### src/ssa_pkg.sv
package ssa_pkg;

    localparam int MAX_SLOTS   = 64;
    localparam int SLOT_AW     = 6;
    localparam int SLOT_CW     = 7;
    localparam int MAX_VISIBLE = 256;
    localparam int LIST_AW     = 8;
    localparam int LIST_CW     = 9;
    localparam int ROW_BITS    = 20;

    localparam logic [1:0] OP_ADD       = 2'd0;
    localparam logic [1:0] OP_COMMIT    = 2'd1;
    localparam logic [1:0] OP_ROW_LOOK  = 2'd2;
    localparam logic [1:0] OP_SLOT_LOOK = 2'd3;

    typedef enum logic [4:0] {
        ST_IDLE,
        ST_ADD,
        ST_RS,
        ST_RS_GET,
        ST_SR,
        ST_SR_CMP,
        ST_C_RESIZE,
        ST_C_K_CHK,
        ST_C_K_GET,
        ST_C_K_DUP,
        ST_C_K_DCMP,
        ST_C_K_LRD,
        ST_C_K_LCMP,
        ST_C_P_START,
        ST_C_P_LRD,
        ST_C_P_GET,
        ST_C_P_TCHK,
        ST_C_P_TCMP,
        ST_C_P_FREE,
        ST_C_FIN,
        ST_DONE
    } st_t;

    typedef struct packed {
        logic                we;
        logic [SLOT_AW-1:0]  waddr;
        logic [ROW_BITS-1:0] wdata;
        logic [SLOT_AW-1:0]  raddr;
        logic                clr;
        logic [SLOT_AW-1:0]  clr_addr;
        logic                trunc;
        logic [SLOT_CW-1:0]  trunc_n;
    } tbl_ctrl_t;

endpackage

### src/ssa_table.sv
module ssa_table
    import ssa_pkg::*;
(
    input  logic                  clk,
    input  logic                  rst_n,
    input  tbl_ctrl_t             ctrl,
    output logic [ROW_BITS-1:0]   rdata,
    output logic [MAX_SLOTS-1:0]  valid
);

    logic [ROW_BITS-1:0]  mem [MAX_SLOTS];
    logic [ROW_BITS-1:0]  rdata_reg;
    logic [MAX_SLOTS-1:0] valid_reg;
    logic [MAX_SLOTS-1:0] valid_next;

    always_ff @(posedge clk)
    begin
        if (ctrl.we)
        begin
            mem[ctrl.waddr] <= ctrl.wdata;
        end
        rdata_reg <= mem[ctrl.raddr];
    end

    always_comb
    begin
        valid_next = valid_reg;
        if (ctrl.trunc)
        begin
            for (int i = 0; i < MAX_SLOTS; i++)
            begin
                if (SLOT_CW'(i) >= ctrl.trunc_n)
                begin
                    valid_next[i] = 1'b0;
                end
            end
        end
        if (ctrl.clr)
        begin
            valid_next[ctrl.clr_addr] = 1'b0;
        end
        if (ctrl.we)
        begin
            valid_next[ctrl.waddr] = 1'b1;
        end
    end

    always_ff @(posedge clk or negedge rst_n)
    begin
        if (!rst_n)
        begin
            valid_reg <= '0;
        end
        else
        begin
            valid_reg <= valid_next;
        end
    end

    assign rdata = rdata_reg;
    assign valid = valid_reg;

endmodule

### config.mk
export PLATFORM = sky130hd
export DESIGN_NAME = ssa_table
export DESIGN_NICKNAME = d
export VERILOG_FILES = /design/src/ssa_pkg.sv /design/src/ssa_table.sv
export SDC_FILE = /design/constraint.sdc
export NUM_CORES = 1
export LEC_CHECK = 0
export BUFFER_PORTS_ARGS = -buffer_cell sky130_fd_sc_hd__buf_2
export CAP_MARGIN = 20
export CORE_MARGIN = 2
export CORE_UTILIZATION = 56
export DETAILED_ROUTE_END_ITERATION = 10
export PLACE_DENSITY = 0.75
export SLEW_MARGIN = 20
export SYNTH_ARGS = -nofsm -noshare
export SYNTH_HDL_FRONTEND = slang
export SYNTH_SLANG_ARGS = --single-unit
### constraint.sdc
create_clock -name clk -period 1.5 [get_ports clk]
set_input_delay 0.15 -clock clk [delete_from_list [all_inputs] [get_ports clk]]
set_output_delay 0.15 -clock clk [all_outputs]
set_load 0.005 [all_outputs]
==> results.sh, run 1 <==
export IMPL_dominantRegCellSynth="edfxtp_1"
export IMPL_start_kind="register"
export IMPL_yosysTopAreaCellShare_pct=72.8
export IMPL_ys_warn_count=0
export IMPL_portBuffers=133
export IMPL_dpl_hpwl_um=86900
export IMPL_crit_path_start="mem[14][8]"
export IMPL_initial_core_util_pct=56.6
export IMPL_p_per_area_nw_per_um2=1250
export IMPL_met2_length_um=68200
export IMPL_numCtsBuffers=136
export IMPL_grt_setup_unrepaired="yes"
export IMPL_ys_seq_area_share_pct=76.6
export IMPL_synth_cells=2560
export IMPL_final_core_util_pct=68.9
export IMPL_fmax_mhz=531
export IMPL_worst_pin_slew_ns=0.835
export IMPL_fin_tns_setup_ns=-5.76
export IMPL_crit_required_ns=2.11
export IMPL_fin_hold_ws_ns=0.0158
export IMPL_criticalPathCategory="reg -> reg"
export IMPL_core_area_um2=93300
export IMPL_min_from="ctrl[38]"
export IMPL_rows=112
export IMPL_die_h_um=311
export IMPL_cts_tree="yes"
export IMPL_synth_area_per_cell_um2=20.6
export IMPL_r2r_start="mem[14][8]"
export IMPL_worst_setup_path_end_kind="register"
export IMPL_crit_path_max_fanout=1
export IMPL_cts_clk_slew_worst_paths_ns=0.06
export IMPL_root_buffer="clkbuf_16"
export IMPL_dr_max_layer_used="met5"
export IMPL_drt_met1_wl_um=51400
export IMPL_rr_worst_depth=4
export IMPL_dp_slack_ns=-1.01
export IMPL_drt_vias_per_instance=6.48
export IMPL_n_fill_cell=5640
export IMPL_finalNetCount=3144
export IMPL_vias=28900
export IMPL_syn2layout_area_growth_pct=21.8
export IMPL_p_leak_uw=0.0214
export IMPL_min_period_ns=1.88
export IMPL_slew_viol_final=0
export IMPL_holdCritPathClass="in -> reg"
export IMPL_synth_edf_count=1280
export IMPL_drtAntennaViolNets=0
export IMPL_gp_congestion=0.930
export IMPL_total_power_uw=80500
export IMPL_drc_errors=0
export IMPL_grt_pass1_vias=29500
export IMPL_grt_antenna_before_repair=2
export IMPL_dr_wl_met3_um=15400
export IMPL_finalCritPeriodShare_pct=126
export IMPL_finalSetupViolCount=20
export IMPL_worst_clock_skew_ns=0.0275
export IMPL_whs_path_depth=1
export IMPL_hold_viol_final=0
export IMPL_crit_arrival_ns=2.50
export IMPL_synth_largest_area_cell="edfxtp_1"
export IMPL_synth_cell_types=48
export IMPL_drtPass1Iterations=6
export IMPL_worst_slack_ns=-0.383
export IMPL_ys_ff_latch=1364
export IMPL_synth_net_count=2610
export IMPL_grt_pass1_wl_um=204000
export IMPL_drt_initial_drc_count=4145
export IMPL_peakVddDrop_mv=1.12
export IMPL_die_x_um=311
export IMPL_dieArea_um2=96700
export IMPL_synth_area_leaders="edfxtp_1, mux4_2, dfrtp_1, mux2_2, mux2i_1"
export IMPL_clk_latency_ns=0.76
export IMPL_grt_ovfl_total=0
export IMPL_netlist_area_um2=52800
export IMPL_drt_wl_total_um=140000
export IMPL_cts_htree_levels=4
export IMPL_grt_max_degree=65
export IMPL_r2r_slack_ns=-0.38
export IMPL_relSlewSlack_pct=44.4
export IMPL_routedWlPerCell_um=31.4
export IMPL_status="finished with violations"
export IMPL_io_pins=134
export IMPL_ctsLongestPathBuffers=3
export IMPL_track_usage_pct=29.2
export IMPL_synth_async_sr_flop_share_pct=4.69
export IMPL_drive_gt1_share_pct=38.4
export IMPL_largest_reg_flops=1280
export IMPL_violations="setup timing"
export IMPL_min_to="mem[12][17]"
export IMPL_cts_num_sinks=1364
export IMPL_drv_cap=0
export IMPL_r2r_end="rdata[8]"
## report_power, final
group	internal, µW	switching [µW]
registers	42100	297
logic	2320	3110
clock network	18400	14300
total	62800	17700
## Yosys cell counts (31+ instances only)
cell type	n
nand3_1	31
a21oi_1	54
mux4_2	309
edfxtp_1	1280
nand2_1	123
buf_2	45
dfrtp_1	64
clkbuf_1	57
mux2_2	55
nor2_1	95
o22ai_1	43
mux2i_1	52
o21ai_0	72
## logic make-up (layout without fill, tap and decap cells)
family,after synthesis,count (layout),synth area share [%]
compound gates,318,318,3.95
buf+inv,157,799,1.57
flops,1364,1364,76.6
mux,416,416,15.3
other cells,0,1,0
simple gates,305,305,2.52
## metal layers
layer / up-vias / track usage [%]
li1: 11700 / -
met1: 15000 / 39.9
met2: 1819 / 46.6
met3: 288 / 7.14
met4: 4 / 10.3
met5: - / 0
## worst max-delay path by stage
| stage | depth (start not counted) | slack, ns | end |
|---|---|---|---|
| after floorplan | 3 | -0.31 | mem[32][0] |
| after global placement | 8 | -0.97 | rdata[16] |
| after detailed placement | 8 | -1.01 | rdata[16] |
| after CTS | 4 | -0.38 | rdata[8] |
| after global routing | 4 | -0.46 | rdata[8] |
| final | 4 | -0.38 | rdata[8] |
## cells in the final DEF (no fill, tap or decap), drive strengths merged, types with 13 or more instances in the layout
cell type / instances
a211oi: 25
a21oi: 54
a221oi: 13
a31oi: 22
buf: 511
clkbuf: 172
clkinv: 60
dfrtp: 64
dfxtp: 20
dlygate4sd3: 32
edfxtp: 1280
mux2: 55
mux2i: 52
mux4: 309
nand2: 123
nand3: 31
nor2: 95
o211ai: 14
o21ai: 73
o221ai: 25
o22ai: 43
## worst max-delay path: stages (launching register included)
cell	delay, ns
edfxtp_1	0.39
mux4_2	0.48
mux4_2	0.59
o221ai_2	0.21
a211oi_2	0.08
## through the flow
| stage | cell area (µm²) | std cells |
|---|---|---|
| finish | 64300 | 4457 |
| global route | 64300 | 4456 |
| CTS | 64200 | 4455 |
| detailed placement | 59300 | 4178 |
| global placement | 59300 | 4178 |
| floorplan | 53700 | 2560 |
## repair_timing
| action | 4_1_cts | 5_1_grt |
|---|---|---|
| cloned | 0 | 0 |
| endpoints found under the setup margin | 42 | 91 |
| hold buffers | 34 | 2 |
| pin swaps | 15 | 12 |
| setup buffers | 4 | 0 |
| endpoints found under the hold margin | 405 | 7 |
| resized for setup | 75 | 26 |
## area by class of cell
| cell class | count | area (µm²) | area share, % |
|---|---|---|---|
| flip-flops and latches | 1364 | 40500 | 62.9 |
| multi-input cells | 1039 | 12500 | 19.4 |
| repair buffers | 548 | 5480 | 8.53 |
| clock buffers | 170 | 3600 | 5.60 |
| well taps | 1254 | 1570 | 2.44 |
| clock inverters | 76 | 676 | 1.05 |
| inverters | 5 | 18.8 | 0.0292 |
| diodes | 1 | 2.50 | 0.00389 |
(Power assumes the default switching activity.)
==> run 2: changes to the inputs <==
Settings changed: CORE_MARGIN 2 to 4, SETUP_SLACK_MARGIN set to 0.05.
==> results.sh, run 2 (synthesis gave the netlist of run 1 again) <==
export IMPL_status="finished with violations"
export IMPL_violations="setup timing"
export IMPL_met2_length_um=70700
export IMPL_crit_chain="mux4_2 > mux2_2 > o211ai_1 > a31oi_1"
export IMPL_relSlewSlack_pct=33.4
export IMPL_clk_latency_ns=0.74
export IMPL_grt_max_degree=65
export IMPL_slew_viol_final=0
export IMPL_worst_setup_path_end_kind="register"
export IMPL_grt_antenna_before_repair=4
export IMPL_die_h_um=315
export IMPL_drtAntennaViolNets=0
export IMPL_slowest_stage="o211ai_1"
export IMPL_min_from="ctrl[13]"
export IMPL_instances_no_fill=4474
export IMPL_drv_cap=0
export IMPL_crit_required_ns=2.07
export IMPL_ctsLongestPathBuffers=3
export IMPL_core_area_um2=93500
export IMPL_dieArea_um2=99200
export IMPL_drt_wl_total_um=146000
export IMPL_cts_htree_levels=4
export IMPL_cts_clk_slew_worst_paths_ns=0.06
export IMPL_r2r_start="mem[44][12]"
export IMPL_rows=112
export IMPL_fmax_mhz=442
export IMPL_whs_path_depth=5
export IMPL_dr_wl_met3_um=16800
export IMPL_root_buffer="clkbuf_16"
export IMPL_grt_ovfl_total=0
export IMPL_p_leak_uw=0.0216
export IMPL_r2r_end="rdata[12]"
export IMPL_start_kind="register"
export IMPL_gp_congestion=0.915
export IMPL_crit_arrival_ns=2.83
export IMPL_drc_errors=0
export IMPL_r2r_slack_ns=-0.76
export IMPL_worst_clock_skew_ns=0.0243
export IMPL_holdCritPathClass="in -> reg"
export IMPL_syn2layout_area_growth_pct=22.5
export IMPL_dp_cells=4185
export IMPL_vias=29300
export IMPL_grt_pass1_vias=30200
export IMPL_cts_tree="yes"
export IMPL_die_x_um=315
export IMPL_final_cell_mix="edfxtp_1, mux4_2, buf_4"
export IMPL_largest_reg_flops=1280
export IMPL_dp_slack_ns=-1.20
export IMPL_numCtsBuffers=134
export IMPL_routedWlPerCell_um=32.7
export IMPL_drt_vias_per_instance=6.56
export IMPL_fin_hold_ws_ns=0.0613
export IMPL_finalNetCount=3161
export IMPL_p_per_area_nw_per_um2=1260
export IMPL_multi_input_area_um2=12500
export IMPL_grt_setup_unrepaired="yes"
export IMPL_io_pins=134
export IMPL_drt_initial_drc_count=4150
export IMPL_n_fill_cell=5546
export IMPL_track_usage_pct=30.2
export IMPL_seq_area_um2=40500
export IMPL_finalSetupViolCount=20
export IMPL_antenna_cells=0
export IMPL_cts_num_sinks=1364
export IMPL_finalCritPeriodShare_pct=151
export IMPL_mostFrequentLayoutCell="edfxtp_1"
export IMPL_criticalPathCategory="reg -> reg"
export IMPL_min_period_ns=2.26
export IMPL_initial_core_util_pct=56.5
export IMPL_drive_gt1_share_pct=38.7
export IMPL_dr_max_layer_used="met5"
export IMPL_worst_pin_slew_ns=0.995
export IMPL_peakVddDrop_mv=1.13
export IMPL_crit_path_max_fanout=1
export IMPL_drt_met1_wl_um=52900
export IMPL_portBuffers=133
export IMPL_dpl_hpwl_um=89800
export IMPL_max_stage_delay_ns=0.79
export IMPL_drtPass1Iterations=5
export IMPL_grt_pass1_wl_um=214000
export IMPL_worst_slack_ns=-0.764
export IMPL_min_to="valid[43]"
export IMPL_hold_viol_final=0
export IMPL_rr_worst_depth=4
==> run 2: worst max path at each step <==
| stage | from | slack (ns) | endpoint | depth (start not counted) |
|---|---|---|---|---|
| 4_1_cts | mem[44][12] | -0.74 | rdata[12] | 4 |
| 2_1_floorplan | ctrl[42] | -0.27 | mem[59][0] | 3 |
| 6_report | mem[44][12] | -0.76 | rdata[12] | 4 |
| 3_5_place_dp | ctrl[15] | -1.20 | rdata[12] | 7 |
| 3_3_place_gp | ctrl[15] | -1.16 | rdata[12] | 7 |
| 5_1_grt | mem[45][12] | -0.84 | rdata[12] | 4 |
==> run 2: layout make-up <==
class	instances	share of cell area, %
well taps	1254	2.43
flip-flops and latches	1364	62.6
clock buffers	170	5.66
repair buffers	567	8.85
multi-input cells	1039	19.3
inverters	5	0.0290
clock inverters	75	1.16
==> run 2: what timing repair did <==
action,CTS,global route
pin swaps,8,8
resized for setup,69,17
endpoints found under the hold margin,225,0
endpoints found under the setup margin,65,89
hold buffers,32,0
setup buffers,4,10
==> run 2: metal layers <==
layer,vias to the layer above,GRT usage (%)
li1,11800,-
met1,15200,42.4
met2,2016,47.4
met3,320,6.84
met4,4,11.2
met5,-,0
==> run 2: worst max-delay path, delay by kind of cell (launching register included) <==
family         cells  cell delay (ns)
flip-flops         1             0.39
AO/OA/AOI/OAI      2             0.95
multiplexers       2             0.76
==> run 2: power by group <==
group	internal [µW]	switching, µW	leakage [µW]
clock network	19500	14100	0.00214
logic	2350	3180	0.00688
registers	42100	272	0.0126
total	64000	17600	0.0216
==> run 2: stage by stage <==
stage	utilization (%)	setup TNS (ns)	cell area (µm²)	power, µW
2_1_floorplan	-	-33.95	53700	45500
3_3_place_gp	63.6	-45.45	59400	48200
3_5_place_dp	63.6	-58.59	59400	48300
4_1_cts	69.0	-6.93	64500	81700
5_1_grt	69.2	-8.00	64600	83900
6_report	69.2	-7.06	64600	81500
